==> src/rtl/core/assert_macros.svh <==
// ----------------------------------------------------------------------------
// assertion macros
// clocked concurrent assertion helpers with synchronous active-low reset
// ----------------------------------------------------------------------------
`ifndef ASSERT_MACROS_SVH
`define ASSERT_MACROS_SVH

// expression holds at every edge outside reset
`define WBPS_ASSERT(lbl, clk, rst_n, expr) \
    lbl: assert property (@(posedge clk) disable iff (!rst_n) (expr)) \
        else $error("wbps assertion failed");

// condition at one edge implies expression at the next
`define WBPS_ASSERT_NEXT(lbl, clk, rst_n, cond, expr) \
    lbl: assert property (@(posedge clk) disable iff (!rst_n) (cond) |=> (expr)) \
        else $error("wbps assertion failed");

`endif

==> src/rtl/core/wbps_pkg.sv <==
// ----------------------------------------------------------------------------
// wbps_pkg
// shared constants and types of the wildcard byte pattern scanner
// ----------------------------------------------------------------------------
package wbps_pkg;

    localparam int MAX_PATTERN = 16;
    localparam int REG_BYTES   = 16;
    localparam int PAT_CAP     = (MAX_PATTERN < REG_BYTES) ? MAX_PATTERN : REG_BYTES;

    localparam int DATA_W      = 8;
    localparam int ADDR_W      = 47;
    localparam int LEN_W       = 5;
    localparam int CNT_W       = $clog2(MAX_PATTERN + 1);
    localparam int WIN_IDX_W   = (MAX_PATTERN > 1) ? $clog2(MAX_PATTERN) : 1;
    localparam int CFG_DATA_W  = 64;
    localparam int CFG_IDX_W   = 2;
    localparam int MASK_W      = 16;

    typedef enum logic [CFG_IDX_W-1:0] {
        REG_PATTERN_LENGTH = 2'd0,
        REG_PATTERN_LOW    = 2'd1,
        REG_PATTERN_HIGH   = 2'd2,
        REG_WILDCARD_MASK  = 2'd3
    } t_cfg_reg;

    typedef struct packed {
        logic [LEN_W-1:0]                 eff_len;
        logic [REG_BYTES-1:0][DATA_W-1:0] pat;
        logic [MASK_W-1:0]                wild;
    } t_cfg;

    typedef struct packed {
        logic [DATA_W-1:0] data;
        logic [ADDR_W-1:0] addr;
        logic              first;
    } t_in_word;

    typedef struct packed {
        logic              hit;
        logic [ADDR_W-1:0] addr;
    } t_match;

endpackage

==> src/rtl/core/wbps_in_if.sv <==
// ----------------------------------------------------------------------------
// wbps_in_if
// input byte channel: valid/ready with byte, address and region flag
// ----------------------------------------------------------------------------
interface wbps_in_if;
    logic                       valid;
    logic                       ready;
    logic [wbps_pkg::DATA_W-1:0] data_byte;
    logic [wbps_pkg::ADDR_W-1:0] byte_address;
    logic                       region_first;

    modport source (output valid, output data_byte, output byte_address,
                    output region_first, input ready);
    modport sink   (input valid, input data_byte, input byte_address,
                    input region_first, output ready);
endinterface

==> src/rtl/core/wbps_out_if.sv <==
// ----------------------------------------------------------------------------
// wbps_out_if
// result channel: valid/ready with match start address
// ----------------------------------------------------------------------------
interface wbps_out_if;
    logic                       valid;
    logic                       ready;
    logic [wbps_pkg::ADDR_W-1:0] match_address;

    modport source (output valid, output match_address, input ready);
    modport sink   (input valid, input match_address, output ready);
endinterface

==> src/rtl/core/wildcard_byte_pattern_scanner_core.sv <==
// ----------------------------------------------------------------------------
// wildcard_byte_pattern_scanner_core
// a taken byte word sits in the input register; its match address goes out of the result register
// throughput: one byte word per cycle while the result side is not stalled, held by the combinational window compare
// a stalled result register holds the input register; both fill back to back
// reset (synchronous, active low) empties both registers, window and count,
// and sets pattern length 1 with all pattern bytes and wildcards zero
// ----------------------------------------------------------------------------
`include "assert_macros.svh"

module wildcard_byte_pattern_scanner_core (
    input  logic                            i_clk,
    input  logic                            i_rst_n,
    wbps_in_if.sink                         i_in,
    wbps_out_if.source                      o_out,
    input  logic                            i_cfg_we,
    input  logic [wbps_pkg::CFG_IDX_W-1:0]  i_cfg_index,
    input  logic [wbps_pkg::CFG_DATA_W-1:0] i_cfg_data
);

    // input register stage
    logic                        r_in_valid;
    wbps_pkg::t_in_word          r_in;

    // result register stage
    logic                        r_out_valid;
    logic [wbps_pkg::ADDR_W-1:0] r_out_addr;

    wbps_pkg::t_cfg              w_cfg;
    wbps_pkg::t_match            w_res;
    logic                        w_adv;
    logic                        w_proc;

    // the result register frees up when empty or when its word is taken
    assign w_adv      = !r_out_valid || o_out.ready;
    // the held word goes through the compare when the result side can move
    assign w_proc     = r_in_valid && w_adv;
    assign i_in.ready = !r_in_valid || w_adv;

    wbps_cfg_regs u_cfg (
        .i_clk       (i_clk),
        .i_rst_n     (i_rst_n),
        .i_cfg_we    (i_cfg_we),
        .i_cfg_index (i_cfg_index),
        .i_cfg_data  (i_cfg_data),
        .o_cfg       (w_cfg)
    );

    wbps_matcher u_match (
        .i_clk   (i_clk),
        .i_rst_n (i_rst_n),
        .i_en    (w_proc),
        .i_word  (r_in),
        .i_cfg   (w_cfg),
        .o_res   (w_res)
    );

    // capture a new byte word whenever the input register has room
    always_ff @(posedge i_clk) begin
        if (!i_rst_n) begin
            r_in_valid <= 1'b0;
        end else if (i_in.ready) begin
            r_in_valid <= i_in.valid;
        end
    end

    always_ff @(posedge i_clk) begin
        if (i_in.valid && i_in.ready) begin
            r_in.data  <= i_in.data_byte;
            r_in.addr  <= i_in.byte_address;
            r_in.first <= i_in.region_first;
        end
    end

    // a word without a match leaves the result register empty
    always_ff @(posedge i_clk) begin
        if (!i_rst_n) begin
            r_out_valid <= 1'b0;
        end else if (w_adv) begin
            r_out_valid <= w_res.hit;
        end
    end

    always_ff @(posedge i_clk) begin
        if (w_res.hit) begin
            r_out_addr <= w_res.addr;
        end
    end

    assign o_out.valid         = r_out_valid;
    assign o_out.match_address = r_out_addr;

    // a stalled word in the input register is never dropped
    `WBPS_ASSERT_NEXT(a_in_hold, i_clk, i_rst_n, r_in_valid && !w_adv, r_in_valid)
    // the compare reports a hit only for a word that actually moves on
    `WBPS_ASSERT(a_hit_gated, i_clk, i_rst_n, w_proc || !w_res.hit)
    // every processed word leaves the result register as its hit says
    `WBPS_ASSERT_NEXT(a_out_load, i_clk, i_rst_n, w_proc, r_out_valid == $past(w_res.hit))

endmodule

==> src/rtl/core/wbps_cfg_regs.sv <==
// ----------------------------------------------------------------------------
// wbps_cfg_regs
// configuration registers and effective pattern length
// ----------------------------------------------------------------------------
module wbps_cfg_regs (
    input  logic                            i_clk,
    input  logic                            i_rst_n,
    input  logic                            i_cfg_we,
    input  logic [wbps_pkg::CFG_IDX_W-1:0]  i_cfg_index,
    input  logic [wbps_pkg::CFG_DATA_W-1:0] i_cfg_data,
    output wbps_pkg::t_cfg                  o_cfg
);

    logic [wbps_pkg::LEN_W-1:0]      r_len;
    logic [wbps_pkg::CFG_DATA_W-1:0] r_pat_low;
    logic [wbps_pkg::CFG_DATA_W-1:0] r_pat_high;
    logic [wbps_pkg::MASK_W-1:0]     r_wild;
    wbps_pkg::t_cfg_reg              w_idx;

    assign w_idx = wbps_pkg::t_cfg_reg'(i_cfg_index);

    always_ff @(posedge i_clk) begin
        if (!i_rst_n) begin
            r_len      <= wbps_pkg::LEN_W'(1);
            r_pat_low  <= '0;
            r_pat_high <= '0;
            r_wild     <= '0;
        end else if (i_cfg_we) begin
            case (w_idx)
                wbps_pkg::REG_PATTERN_LENGTH: r_len      <= i_cfg_data[wbps_pkg::LEN_W-1:0];
                wbps_pkg::REG_PATTERN_LOW:    r_pat_low  <= i_cfg_data;
                wbps_pkg::REG_PATTERN_HIGH:   r_pat_high <= i_cfg_data;
                wbps_pkg::REG_WILDCARD_MASK:  r_wild     <= i_cfg_data[wbps_pkg::MASK_W-1:0];
                default: ;
            endcase
        end
    end

    // zero acts as one, anything above the cap acts as the cap
    always_comb begin
        o_cfg.eff_len = r_len;
        if (r_len == '0) begin
            o_cfg.eff_len = wbps_pkg::LEN_W'(1);
        end else if (r_len > wbps_pkg::LEN_W'(wbps_pkg::PAT_CAP)) begin
            o_cfg.eff_len = wbps_pkg::LEN_W'(wbps_pkg::PAT_CAP);
        end
        o_cfg.pat  = {r_pat_high, r_pat_low};
        o_cfg.wild = r_wild;
    end

endmodule

==> src/rtl/core/wbps_matcher.sv <==
// ----------------------------------------------------------------------------
// wbps_matcher
// byte window, restart count and combinational wildcard compare
// ----------------------------------------------------------------------------
module wbps_matcher (
    input  logic               i_clk,
    input  logic               i_rst_n,
    input  logic               i_en,
    input  wbps_pkg::t_in_word i_word,
    input  wbps_pkg::t_cfg     i_cfg,
    output wbps_pkg::t_match   o_res
);

    logic [wbps_pkg::MAX_PATTERN-1:0][wbps_pkg::DATA_W-1:0] r_win;
    logic [wbps_pkg::MAX_PATTERN-1:0][wbps_pkg::DATA_W-1:0] n_win;
    logic [wbps_pkg::CNT_W-1:0]                            r_cnt;
    logic [wbps_pkg::CNT_W-1:0]                            n_cnt;
    logic [wbps_pkg::MAX_PATTERN-1:0][wbps_pkg::DATA_W-1:0] w_base;
    logic [wbps_pkg::CNT_W-1:0]                            w_cnt_base;
    logic [wbps_pkg::CNT_W-1:0]                            w_cnt_inc;
    logic                                                  w_all_ok;
    logic [wbps_pkg::LEN_W-1:0]                            w_pos;
    logic                                                  w_hit;

    always_comb begin
        // new region starts from an empty window
        w_base     = i_word.first ? '0 : r_win;
        w_cnt_base = i_word.first ? '0 : r_cnt;
        n_win[0]   = i_word.data;
        for (int k = 1; k < wbps_pkg::MAX_PATTERN; k++) begin
            n_win[k] = w_base[k-1];
        end
        w_cnt_inc = (w_cnt_base < wbps_pkg::CNT_W'(wbps_pkg::MAX_PATTERN))
                  ? w_cnt_base + wbps_pkg::CNT_W'(1) : w_cnt_base;

        // pattern byte i lines up with window slot len-1-i
        w_all_ok = 1'b1;
        w_pos    = '0;
        for (int i = 0; i < wbps_pkg::PAT_CAP; i++) begin
            w_pos = i_cfg.eff_len - wbps_pkg::LEN_W'(1) - wbps_pkg::LEN_W'(i);
            if (wbps_pkg::LEN_W'(i) < i_cfg.eff_len) begin
                if (!i_cfg.wild[i] &&
                    (n_win[w_pos[wbps_pkg::WIN_IDX_W-1:0]] != i_cfg.pat[i])) begin
                    w_all_ok = 1'b0;
                end
            end
        end

        w_hit = i_en && w_all_ok && (w_cnt_inc >= wbps_pkg::CNT_W'(i_cfg.eff_len));
        n_cnt = w_hit ? '0 : w_cnt_inc;

        o_res.hit  = w_hit;
        o_res.addr = i_word.addr
                   - wbps_pkg::ADDR_W'(i_cfg.eff_len - wbps_pkg::LEN_W'(1));
    end

    always_ff @(posedge i_clk) begin
        if (!i_rst_n) begin
            r_win <= '0;
            r_cnt <= '0;
        end else if (i_en) begin
            r_win <= n_win;
            r_cnt <= n_cnt;
        end
    end

endmodule
==> src/flat_wrapper.sv <==
// flat-port wrapper written by rule: the top's interface ports become plain ports
module wildcard_byte_pattern_scanner_core_flat 
  (i_clk, i_rst_n, i_cfg_we, i_cfg_index, i_cfg_data, i_in_valid, i_in_data_byte, i_in_byte_address, i_in_region_first, i_in_ready, o_out_valid, o_out_match_address, o_out_ready);
  wbps_in_if i_in_i ();
  wbps_out_if o_out_i ();
  input  logic i_clk;
  input  logic i_rst_n;
  input  logic i_cfg_we;
  input  logic [wbps_pkg::CFG_IDX_W-1:0] i_cfg_index;
  input  logic [wbps_pkg::CFG_DATA_W-1:0] i_cfg_data;
  input wire logic [$bits(i_in_i.valid)-1:0] i_in_valid;
  input wire logic [$bits(i_in_i.data_byte)-1:0] i_in_data_byte;
  input wire logic [$bits(i_in_i.byte_address)-1:0] i_in_byte_address;
  input wire logic [$bits(i_in_i.region_first)-1:0] i_in_region_first;
  output wire logic [$bits(i_in_i.ready)-1:0] i_in_ready;
  output wire logic [$bits(o_out_i.valid)-1:0] o_out_valid;
  output wire logic [$bits(o_out_i.match_address)-1:0] o_out_match_address;
  input wire logic [$bits(o_out_i.ready)-1:0] o_out_ready;
  assign i_in_i.valid = i_in_valid;
  assign i_in_i.data_byte = i_in_data_byte;
  assign i_in_i.byte_address = i_in_byte_address;
  assign i_in_i.region_first = i_in_region_first;
  assign i_in_ready = i_in_i.ready;
  assign o_out_valid = o_out_i.valid;
  assign o_out_match_address = o_out_i.match_address;
  assign o_out_i.ready = o_out_ready;
  wildcard_byte_pattern_scanner_core u_core (.i_clk(i_clk), .i_rst_n(i_rst_n), .i_in(i_in_i), .o_out(o_out_i), .i_cfg_we(i_cfg_we), .i_cfg_index(i_cfg_index), .i_cfg_data(i_cfg_data));
endmodule
==> config.mk <==
export PLATFORM = sky130hd
export DESIGN_NAME = wildcard_byte_pattern_scanner_core_flat
export DESIGN_NICKNAME = d
export VERILOG_FILES = /design/src/rtl/core/wbps_pkg.sv /design/src/rtl/core/wbps_in_if.sv /design/src/rtl/core/wbps_out_if.sv /design/src/rtl/core/wildcard_byte_pattern_scanner_core.sv /design/src/rtl/core/wbps_cfg_regs.sv /design/src/rtl/core/wbps_matcher.sv /design/src/flat_wrapper.sv
export VERILOG_INCLUDE_DIRS = /design/src /design/src/rtl/core
export SDC_FILE = /design/constraint.sdc
export NUM_CORES = 1
export LEC_CHECK = 0
export ABC_CLOCK_PERIOD_IN_PS = 9800
export BUFFER_PORTS_ARGS = -buffer_cell sky130_fd_sc_hd__buf_2
export CAP_MARGIN = 20
export CORE_ASPECT_RATIO = 0.8
export CORE_MARGIN = 4
export CORE_UTILIZATION = 32
export CTS_CLUSTER_SIZE = 8
export DETAILED_ROUTE_END_ITERATION = 16
export PLACE_DENSITY = 0.52
export SLEW_MARGIN = 20
export SYNTH_ARGS = -nofsm -noshare
export SYNTH_HDL_FRONTEND = slang
export SYNTH_SLANG_ARGS = --single-unit
==> constraint.sdc <==
create_clock -name i_clk -period 9.8 [get_ports i_clk]
set_input_delay 1.47 -clock i_clk [delete_from_list [all_inputs] [get_ports i_clk]]
set_output_delay 1.47 -clock i_clk [all_outputs]
set_load 0.005 [all_outputs]
== Word level (Yosys, flattened, before mapping) ==
Index checks and enable logic that the tools add are counted.
Word-level totals
  register bits: 379
  input bits: 127
  output and inout port bits: 49
  word-level logic and storage cells: 215
Operators by class
  $add $sub $neg: 19
  magnitude comparators: 35
  equality and inequality tests: 19
  multiplexer cells: 70
  reductions and logical operators: 46
Operator list (count)
  $bmux W8 S4: 16
  $mux W8: 16
  $ne A8 B8 Y1: 16
  $mux W120: 1
  $lt A4 B5 Y1 const B: 16
  $sub A47 B47 Y47: 1
  $lt A4 B5 Y1 const A: 8
  $mux W1: 32
  $sub A4 B4 Y4 const B: 8
  $mux W5: 5
  $logic_and A1 B1 Y1: 20
  $lt A3 B5 Y1 const A: 4
  $logic_not A1 Y1: 18
  $sub A4 B3 Y4 const B: 4
  $lt A1 B5 Y1 const A: 2
  $lt A2 B5 Y1 const A: 2
  $reduce_and A2 Y1: 4
  $sub A4 B1 Y4 const B: 2
  $sub A4 B2 Y4 const B: 2
  $sub A5 B1 Y6 const B: 1
  $add A5 B1 Y5 const B: 1
  $ge A5 B5 Y1: 1
  $gt A5 B5 Y1 const B: 1
  $logic_not A5 Y1: 1
  5 further kinds: 7

== Depth between registers and ports, before layout ==
Gate-level depths: netlist of run 1.
  depth in word-level cells: 43
  mapped depth: 24
  mapped depth without buffers: 17

== Hierarchy ==
A second synthesis of run 1 with hierarchy kept.
Second synthesis, totals
  cell total of the unflattened synthesis: 2794
  area total of the unflattened synthesis: 25380.6 µm²
By module, submodules not included
  wbps_matcher: instances 1, cells an instance 2119, area an instance 16610.9 µm², sequential area each 2502.4 µm²
  wbps_cfg_regs: instances 1, cells an instance 563, area an instance 5572.8 µm², sequential area each 2982.9 µm²
  wildcard_byte_pattern_scanner_core: instances 1, cells an instance 112, area an instance 3196.8 µm², sequential area each 3133.0 µm²

== Worst setup path after synthesis of run 1 ==
No wires, ideal clock.
  kind: register -> register
  from: register u_core.u_cfg.r_len[2] (netlist name)
  to: register u_core.r_out_addr, in the netlist u_core.o_out.match_address[0] (enable)
  setup time: 0.510 ns
  arrival time: 8.912 ns
  data required time: 9.290 ns
  slack: 0.378 ns
  cell stages (with the launch flop): 24
  buffers on the path: 8
  period minus slack after synthesis: 9.422 ns
  cells stage by stage: dfxtp_1 buf_6 or4_4 nand2_4 inv_2 buf_6 buf_6 buf_2 buf_2 ha_1 xnor2_2 inv_2 buf_2 clkbuf_1 ha_1 xnor2_1 buf_2 mux4_2 xnor2_1 nand4_1 o21ai_1 nand4_1 or4b_1 nor3_1
RTL lines
  from (decl): RTL line wbps_cfg_regs.sv:14  | logic [wbps_pkg::LEN_W-1:0] r_len;
  from (signal assigned): RTL line wbps_cfg_regs.sv:24  | r_len <= wbps_pkg::LEN_W'(1);
  from (signal assigned): RTL line wbps_cfg_regs.sv:30  | wbps_pkg::REG_PATTERN_LENGTH: r_len <= i_cfg_data[wbps_pkg::LEN_W-1:0];
  to (signal assigned): RTL line wildcard_byte_pattern_scanner_core.sv:86  | r_out_addr <= w_res.addr;
  to (decl): RTL line wildcard_byte_pattern_scanner_core.sv:27  | logic [wbps_pkg::ADDR_W-1:0] r_out_addr;

==> results of run 1 <==
## Yosys cell counts, types with 5 or more instances
cell	n	area (um2)
nor3b_1	5	37.54
mux4_2	151	3401
a221oi_1	14	122.6
a31oi_1	21	131.4
nor3_1	27	135.1
o211ai_1	15	112.6
o21ai_0	45	225.2
ha_1	62	775.7
xor2_1	48	420.4
buf_6	7	78.83
nand2_1	575	2158
nor2b_1	115	719.4
nand3_1	28	140.1
xnor2_1	118	1033
buf_2	28	140.1
and2_1	11	68.82
buf_1	13	48.80
o21ai_1	8	40.04
o21a_1	6	45.04
o31ai_1	11	82.58
inv_2	5	18.77
nand2b_1	22	137.6
a211o_1	6	52.55
o22ai_1	15	93.84
a21o_1	28	210.2
inv_1	27	101.4
or3_1	7	43.79
o21bai_1	7	52.55
a211oi_1	18	135.1
mux2_2	28	315.3
clkbuf_1	142	533.0
and3b_1	7	61.31
a21oi_1	353	1767
a22oi_1	15	112.6
a311oi_1	6	52.55
dfxtp_1	276	5525
nor4_1	7	43.79
nor2_1	111	416.7
o32ai_1	6	52.55
mux2i_1	156	1562
edfxtp_1	103	3093
nand4_1	23	143.9
buf_4	9	67.56
and3_1	32	200.2
## where the power goes
group          switching [mW]  internal [mW]  total (mW)
registers              0.0410           1.68        1.72
logic                   0.472          0.303       0.775
clock network           0.713           1.01        1.72
## state kept, by name, indices dropped and copies added (netlist names)
signal,cells
u_core.o_out.valid,1
u_core.r_in,56
u_core.u_cfg.r_wild,16
u_core.u_cfg.r_pat_low,64
u_core.u_match.r_cnt,5
u_core.u_match.r_win,120
u_core.u_cfg.r_pat_high,64
u_core.o_out.match_address,47
u_core.u_cfg.r_len,5
u_core.r_in_valid,1
## cells by family (layout without fill, tap and decap cells)
logic type,count (synthesis),after routing,share of synthesized area [%]
simple gates,997,997,17.83
compound gates,619,619,14.61
flops,379,379,33.87
mux,335,335,20.74
buf+inv,233,330,3.914
xor+xnor,169,169,5.906
fa+ha+maj,63,63,3.127
other cells,0,2,0
## metal layers
metal	track usage, %	up-vias
li1	-	10250
met1	33.32	10940
met2	29.39	1007
met3	4.988	117
met4	4.823	6
met5	0	-
## worst max-delay path by stage
stage | cells after the start | to | start
2_1_floorplan | 23 | u_core.o_out.match_address[0]$_DFFE_PP_ | u_core.u_cfg.r_len[2]$_SDFFE_PN0P_
3_3_place_gp | 17 | u_core.o_out.match_address[46]$_DFFE_PP_ | u_core.u_cfg.r_len[4]$_SDFFE_PN0P_
6_report | 17 | u_core.o_out.match_address[39]$_DFFE_PP_ | u_core.u_cfg.r_len[4]$_SDFFE_PN0P_
5_1_grt | 17 | u_core.o_out.match_address[37]$_DFFE_PP_ | u_core.u_cfg.r_len[4]$_SDFFE_PN0P_
4_1_cts | 17 | u_core.o_out.match_address[39]$_DFFE_PP_ | u_core.u_cfg.r_len[4]$_SDFFE_PN0P_
3_5_place_dp | 17 | u_core.o_out.match_address[38]$_DFFE_PP_ | u_core.u_cfg.r_len[4]$_SDFFE_PN0P_
## final cells by class
cell class	count	area share, %
clock buffer	76	5.079
antenna	2	0.01747
multi-input combinational	2183	55.54
timing repair buffer	219	4.253
tap	1034	4.515
sequential	379	30.08
clock inverter	1	0.03057
inverter	34	0.4891
## cells in the final DEF, fill, tap and decap left out, types with 32 or more instances in the layout
| cell | synthesis | routed |
|---|---|---|
| a21oi_1 | 353 | 352 |
| nor2_1 | 111 | 110 |
| xnor2_1 | 118 | 116 |
| nor2b_1 | 115 | 114 |
| and3_1 | 32 | 32 |
| clkbuf_16 | 0 | 55 |
| dfxtp_1 | 276 | 276 |
| mux4_2 | 151 | 151 |
| mux2i_1 | 156 | 156 |
| nand2_1 | 575 | 575 |
| o21ai_0 | 45 | 45 |
| buf_4 | 9 | 43 |
| buf_2 | 28 | 175 |
| xor2_1 | 48 | 48 |
| edfxtp_1 | 103 | 103 |
| ha_1 | 62 | 61 |
## per-stage QoR
step / utilization [%] / setup WS [ns] / power, mW / instance area, um2 / std cells
after detailed placement: 34.47 / 2.998 / 2.509 / 27180 / 3849
after global placement: 34.47 / 3.010 / 2.512 / 27180 / 3849
final: 36.34 / 2.933 / 4.211 / 28650 / 3928
after CTS: 36.33 / 2.963 / 4.241 / 28650 / 3926
after global routing: 36.33 / 2.615 / 4.380 / 28650 / 3926
after floorplan: - / 0.3781 / 2.288 / 25440 / 2795
## worst register-to-register path, delay by kind of cell, from the launching register on
family | cells | cell delay, ns
compound gates | 4 | 1.38
buf+inv | 4 | 1.71
flops | 1 | 0.59
simple gates | 6 | 1.75
mux | 1 | 0.40
xor+xnor | 1 | 0.19
fa+ha+maj | 1 | 0.38
==> summary.md, run 1 <==
| Metric | Value |
|---|---|
| Critical Setup Path Class | `reg -> reg` |
| DRT Wirelength | `93.32 mm` |
| Hold Crit Class | `reg -> reg` |
| Top FF cell, synth | `dfxtp_1` |
| Worst-Skew Late Latency | `0.61 ns` |
| Residual DRC count | `0` |
| Final min period | `6.867 ns` |
| Reg clk slew, reported paths | `0.06 ns` |
| Syn-to-layout area delta | `12.61%` |
| Cell count of the worst reg-to-reg path | `17` |
| Initial antenna violation count | `4` |
| Cells after Synth | `2795` |
| Dpl hpwl | `67.71 mm` |
| Synth Register Bits | `379` |
| Clock root cell | `clkbuf_16` |
| Clock skew | `0.02440 ns` |
| Clock sinks | `379` |
| Met1 wire length | `43.90 mm` |
| Cell mode on critical path | `buf_4` |
| Filler cells | `8036` |
| Core area | `0.07885 mm2` |
| Worst hold margin | `between 0.4 and 0.5 ns` |
| Hold endpoint | `u_core.u_match.r_win[8]$_SDFFE_PN0P_` |
| Final ANT Viol Nets | `0` |
| Resized cells post-CTS | `0` |
| CP top delay family | `simple AND/OR/NAND/NOR gates` |
| Die area | `0.08412 mm2` |
| DR vias | `22320` |
| Fin nets | `3060` |
| Hold_sp | `u_core.u_match.r_win[8]$_SDFFE_PN0P_` |
| Rows | `92` |
| Critical Path AT | `7.08 ns` |
| Critical Path RT | `10.02 ns` |
| RSZ-0062 raised after global routing | `false` |
| Setup TNS | `0 ns` |
| Port buffer count | `around 180` |
| Cell variety after synth | `84` |
| Worst rel slew slack | `30.01%` |
| Vias in the first global route | `20180` |
| R2r startpoint | `u_core.u_cfg.r_len[4]$_SDFFE_PN0P_` |
| Initial Util | `32.27%` |
| Crit path buffers/inverters | `4` |
| Final Max Tran Viols | `0` |
| Initial DRC Count | `2856` |
| Synth Area per Inst | `approximately 9 um2` |
| Largest net degree at the start of global routing | `150` |
| GRT Residual Overflow | `0` |
| FF-to-FF End | `u_core.o_out.match_address[39]$_DFFE_PP_` |
| Setup crit start kind | `flip-flop` |
| Wire per inst | `23.76 um` |
| Post-CTS Setup Repair Bufs | `0` |
| Ports | `176` |
| Hold depth | `2` |
| Area occupied by multi-input gates | `0.01591 mm2` |
| Seq/Total Area, Yosys | `33.87%` |
| Crit. End Element | `flip-flop` |
| Max clock buf depth | `3` |
| CP max stage delay | `around 0.74 ns` |
| Leakage | `10.08 nW` |
| Placer congestion estimate | `0.9567` |
| Outcome | `complete, no violations` |
| R2R setup slack | `2.93 ns` |
| PwrDens | `147.0 mW/mm2` |
| CTS Buf Count | `53` |
| CTS tree | `done` |
| CP max FO | `47` |
| Drt pass-1 iters | `6` |
| Fin. Hold Viols | `0` |
| Ys Warns | `0` |
| Final Setup Violations | `0` |
| All-Layer GR Usage | `21.37%` |
| Mapped Nets | `2985` |
| Post-synth EDFFs | `103` |
| Max Cap Violations | `0` |
| Top sig layer | `met5` |
| Quantity of hold-fixing buffers added after cts | `0` |
| Die Ht | `~260 um` |
| Asr flop ratio synth | `0%` |
| Critical Path, Cell by Cell | `buf_4 > nand2b_2 > buf_4 > ha_1 > nor2_1 > a211o_1 > a21oi_4 > xnor2_2 > buf_4 > mux2_2 > o31ai_1 > nand4_1 > nor4_1 > o21ai_1 > or3b_2 > nor3_2 > buf_4` |
| DR vias/cell | `5.682` |
| Mapped Area | `0.02544 mm2` |
| Worst vdd ir | `94.37 uV` |
| Slowest CP cell | `a21oi_4` |
| Share of cells above drive strength 1 | `17.01%` |
| Die W | `323.3 um` |
| Tcrit/Tclk final | `70.07%` |
| Worst slew pin tran | `1.039 ns` |
| Register Area | `0.008618 mm2` |
| H-tree levels | `2` |
| Max frequency | `145.6 MHz` |
| WL met3 | `9.114 mm` |
| Metal2 WL | `38.23 mm` |
| First-pass GRT wire length | `136.8 mm` |
(Power assumes the default switching activity.)
==> run 2: changes to the inputs <==
Settings changed: ABC_CLOCK_PERIOD_IN_PS 9800 to 5640.
Clock period 9.8 ns to 5.64 ns, I/O delays scaled along.
==> summary.md, run 2 (synthesis gave the netlist of run 1 again) <==
| Metric | Value |
|---|---|
| Final ANT Viol Nets | `0 (unchanged)` |
| Worst hold margin | `0.4051 ns (-0.04256 ns)` |
| Cell count of the worst reg-to-reg path | `15 (-2)` |
| Die Ht | `260.2 um (unchanged)` |
| Internal power | `5.229 mW (+75%)` |
| Most frequent cells in the layout | `575 x nand2_1, 352 x a21oi_1, 276 x dfxtp_1, 175 x buf_2, 156 x mux2i_1` |
| Worst slew pin tran | `1.171 ns (+0.1325 ns)` |
| Hold depth | `1 (-1)` |
| Largest net degree at the start of global routing | `161 (+7.3%)` |
| DR vias | `22350 (+0.12%)` |
| Final min period | `5.404 ns (-1.463 ns)` |
| CTS tree | `done` |
| Wire per inst | `23.79 um (+0.13%)` |
| Top flop regs | `u_core.u_match.r_win: 120 flops, u_core.u_cfg.r_pat_high: 64 flops, u_core.u_cfg.r_pat_low: 64 flops` |
| CTS Buf Count | `53 (unchanged)` |
| Max FFs per register | `120 (unchanged)` |
| Crit. End Element | `flip-flop` |
| Ports | `176 (unchanged)` |
| Syn-to-layout area delta | `14.44%` |
| Rows | `92 (unchanged)` |
| Tcrit/Tclk final | `95.82% (+26 points)` |
| Hold Crit Class | `in -> reg` |
| Critical Path AT | `5.67 ns (-1.41 ns)` |
| Final Setup Violations | `0 (unchanged)` |
| Comb pwr share | `19.0% (+0.6 points)` |
| Filler cells | `8004 (-0.40%)` |
| Vias in the first global route | `20530 (+1.7%)` |
| Non-filler cells in the finished layout | `3970 (+1.1%)` |
| All-Layer GR Usage | `21.77% (+0.40 points)` |
| DR vias/cell | `5.628 (-0.94%)` |
| Die W | `323.3 um (unchanged)` |
| Max clock buf depth | `3 (unchanged)` |
| First-pass GRT wire length | `138.0 mm (+0.89%)` |
| Placed insts | `3885 (+0.94%)` |
| Reported net switching power | `2.145 mW (+75%)` |
| H-tree levels | `2 (unchanged)` |
| Reg clk slew, reported paths | `0.05 ns (about the same)` |
| Final Util | `36.93% (+0.59 points)` |
| Worst rel slew slack | `21.77% (-8.2 points)` |
| Dpl hpwl | `70.10 mm (+3.5%)` |
| PwrDens | `253.2 mW/mm2 (+72%)` |
| Leakage | `10.30 nW (+2.2%)` |
| Placer congestion estimate | `0.9491 (-0.79%)` |
| Worst-Skew Late Latency | `0.62 ns (about the same)` |
| Fin. Hold Viols | `0 (unchanged)` |
| RSZ-0062 raised after global routing | `false` |
| Most common cell after layout, fill and taps aside | `nand2_1` |
| Largest Register | `u_core.u_match.r_win` |
| Setup crit start kind | `flip-flop` |
| Clock skew | `0.03286 ns (+0.008453 ns)` |
| Residual DRC count | `0 (unchanged)` |
| Switching Share | `29.09% (about the same)` |
| DRT Wirelength | `94.44 mm (+1.2%)` |
| Initial antenna violation count | `7 (+3)` |
| Max frequency | `185.0 MHz (+27%)` |
| Fin nets | `3096 (+1.2%)` |
| Clk network pwr share | `40.6% (-0.2 points)` |
| Worst vdd ir | `247.6 uV (+160%)` |
| Drt pass-1 iters | `8 (+2)` |
| Outcome | `complete, no violations` |
| Port buffer count | `175 (unchanged)` |
| CP max FO | `47 (unchanged)` |
| Die area | `0.08412 mm2 (unchanged)` |
| Clock root cell | `clkbuf_16` |
| Initial DRC Count | `2739 (-4.1%)` |
| Final Max Tran Viols | `0 (unchanged)` |
| Quantity of hold-fixing buffers added after cts | `0 (unchanged)` |
| Clock sinks | `379 (unchanged)` |
| GRT Residual Overflow | `0 (unchanged)` |
| Share of cells above drive strength 1 | `18.23% (+1.2 points)` |
| Initial Util | `32.27% (unchanged)` |
| Critical Path RT | `5.91 ns (-4.11 ns)` |
| Critical Setup Path Class | `reg -> reg` |
| Sequential share of power | `40.4% (-0.4 points)` |
| Core area | `0.07885 mm2 (unchanged)` |
| Final Power | `7.374 mW (+75%)` |
| Max Cap Violations | `0 (unchanged)` |
run 2: cell types whose count changed in the layout (fill, tap and decap cells not counted), sizes merged:
| cell | previous run | this run |
|---|---|---|
| buf | 219 | 255 |
| clkbuf | 76 | 77 |
| diode | 2 | 7 |
run 2: area by class of cell:
cell class                 count  area [um2]  share of cell area [%]
multi-input combinational   2183       15980                   54.87
antenna                        7       17.52                 0.06016
clock buffer                  77        1469                   5.045
inverter                      34       140.1                  0.4813
clock inverter                 1       8.758                 0.03008
sequential                   379        8618                   29.60
tap                         1034        1294                   4.443
timing repair buffer         255        1593                   5.470
run 2: final timing paths:
kind                                               from                                       end  slack [ns]
hold / removal                    i_in_byte_address[19]                 u_core.r_in[20]$_DFFE_PP_        0.41
setup / recovery     u_core.u_cfg.r_len[4]$_SDFFE_PN0P_  u_core.o_out.match_address[43]$_DFFE_PP_        0.24
setup reg to reg     u_core.u_cfg.r_len[4]$_SDFFE_PN0P_  u_core.o_out.match_address[43]$_DFFE_PP_        0.24
hold reg to reg   u_core.u_match.r_win[12]$_SDFFE_PN0P_     u_core.u_match.r_win[12]$_SDFFE_PN0P_        0.45
run 2: what timing repair did:
| item | in CTS | in global routing |
|---|---|---|
| setup endpoints to repair | 0 | 1 |
| buffers inserted | 0 | 0 |
| resized for setup | 0 | 1 |
run 2: power by group through the flow:
stage | Sequential, mW | Combinational [mW] | Clock (mW)
4_1_cts | 2.98 | 1.39 | 3.07
3_3_place_gp | 3.03 | 1.39 | 0
6_report | 2.98 | 1.40 | 2.99
2_1_floorplan | 3.00 | 0.996 | 0
5_1_grt | 2.98 | 1.52 | 3.19
3_5_place_dp | 3.03 | 1.38 | 0
run 2: critical path: stages (launching register included):
cell,delay [ns]
dfxtp_1,0.32
or4_4,0.63
nand2_4,0.16
ha_2,0.31
inv_1,0.17
nand2_1,0.12
xnor2_2,0.71
buf_4,0.29
mux2_2,0.35
o21ai_0,0.17
nand4_1,0.15
nor4_1,0.50
o21ai_1,0.11
or3b_2,0.51
nor3_4,0.24
buf_12,0.27
run 2: per-stage QoR:
step                      area [um2]  TNS (ns)  setup slack, ns
after floorplan                25640    -26.34          -0.5604
after global placement         27610         0           0.3545
after detailed placement       27620         0           0.3269
after CTS                      29100         0           0.3019
after global routing           29110         0          0.07123
final                          29120         0           0.2355
run 2: routing by layer:
| metal | track usage [%] | part of all wire, % | vias to the layer above |
|---|---|---|---|
| met3 | 5.812 | 9.9 | 129 |
| met4 | 5.793 | 2.4 | 0 |
| met2 | 30.26 | 41 | 945 |
| li1 | - | - | 10330 |
| met5 | 0 | 0 | - |
| met1 | 32.88 | 47 | 10940 |
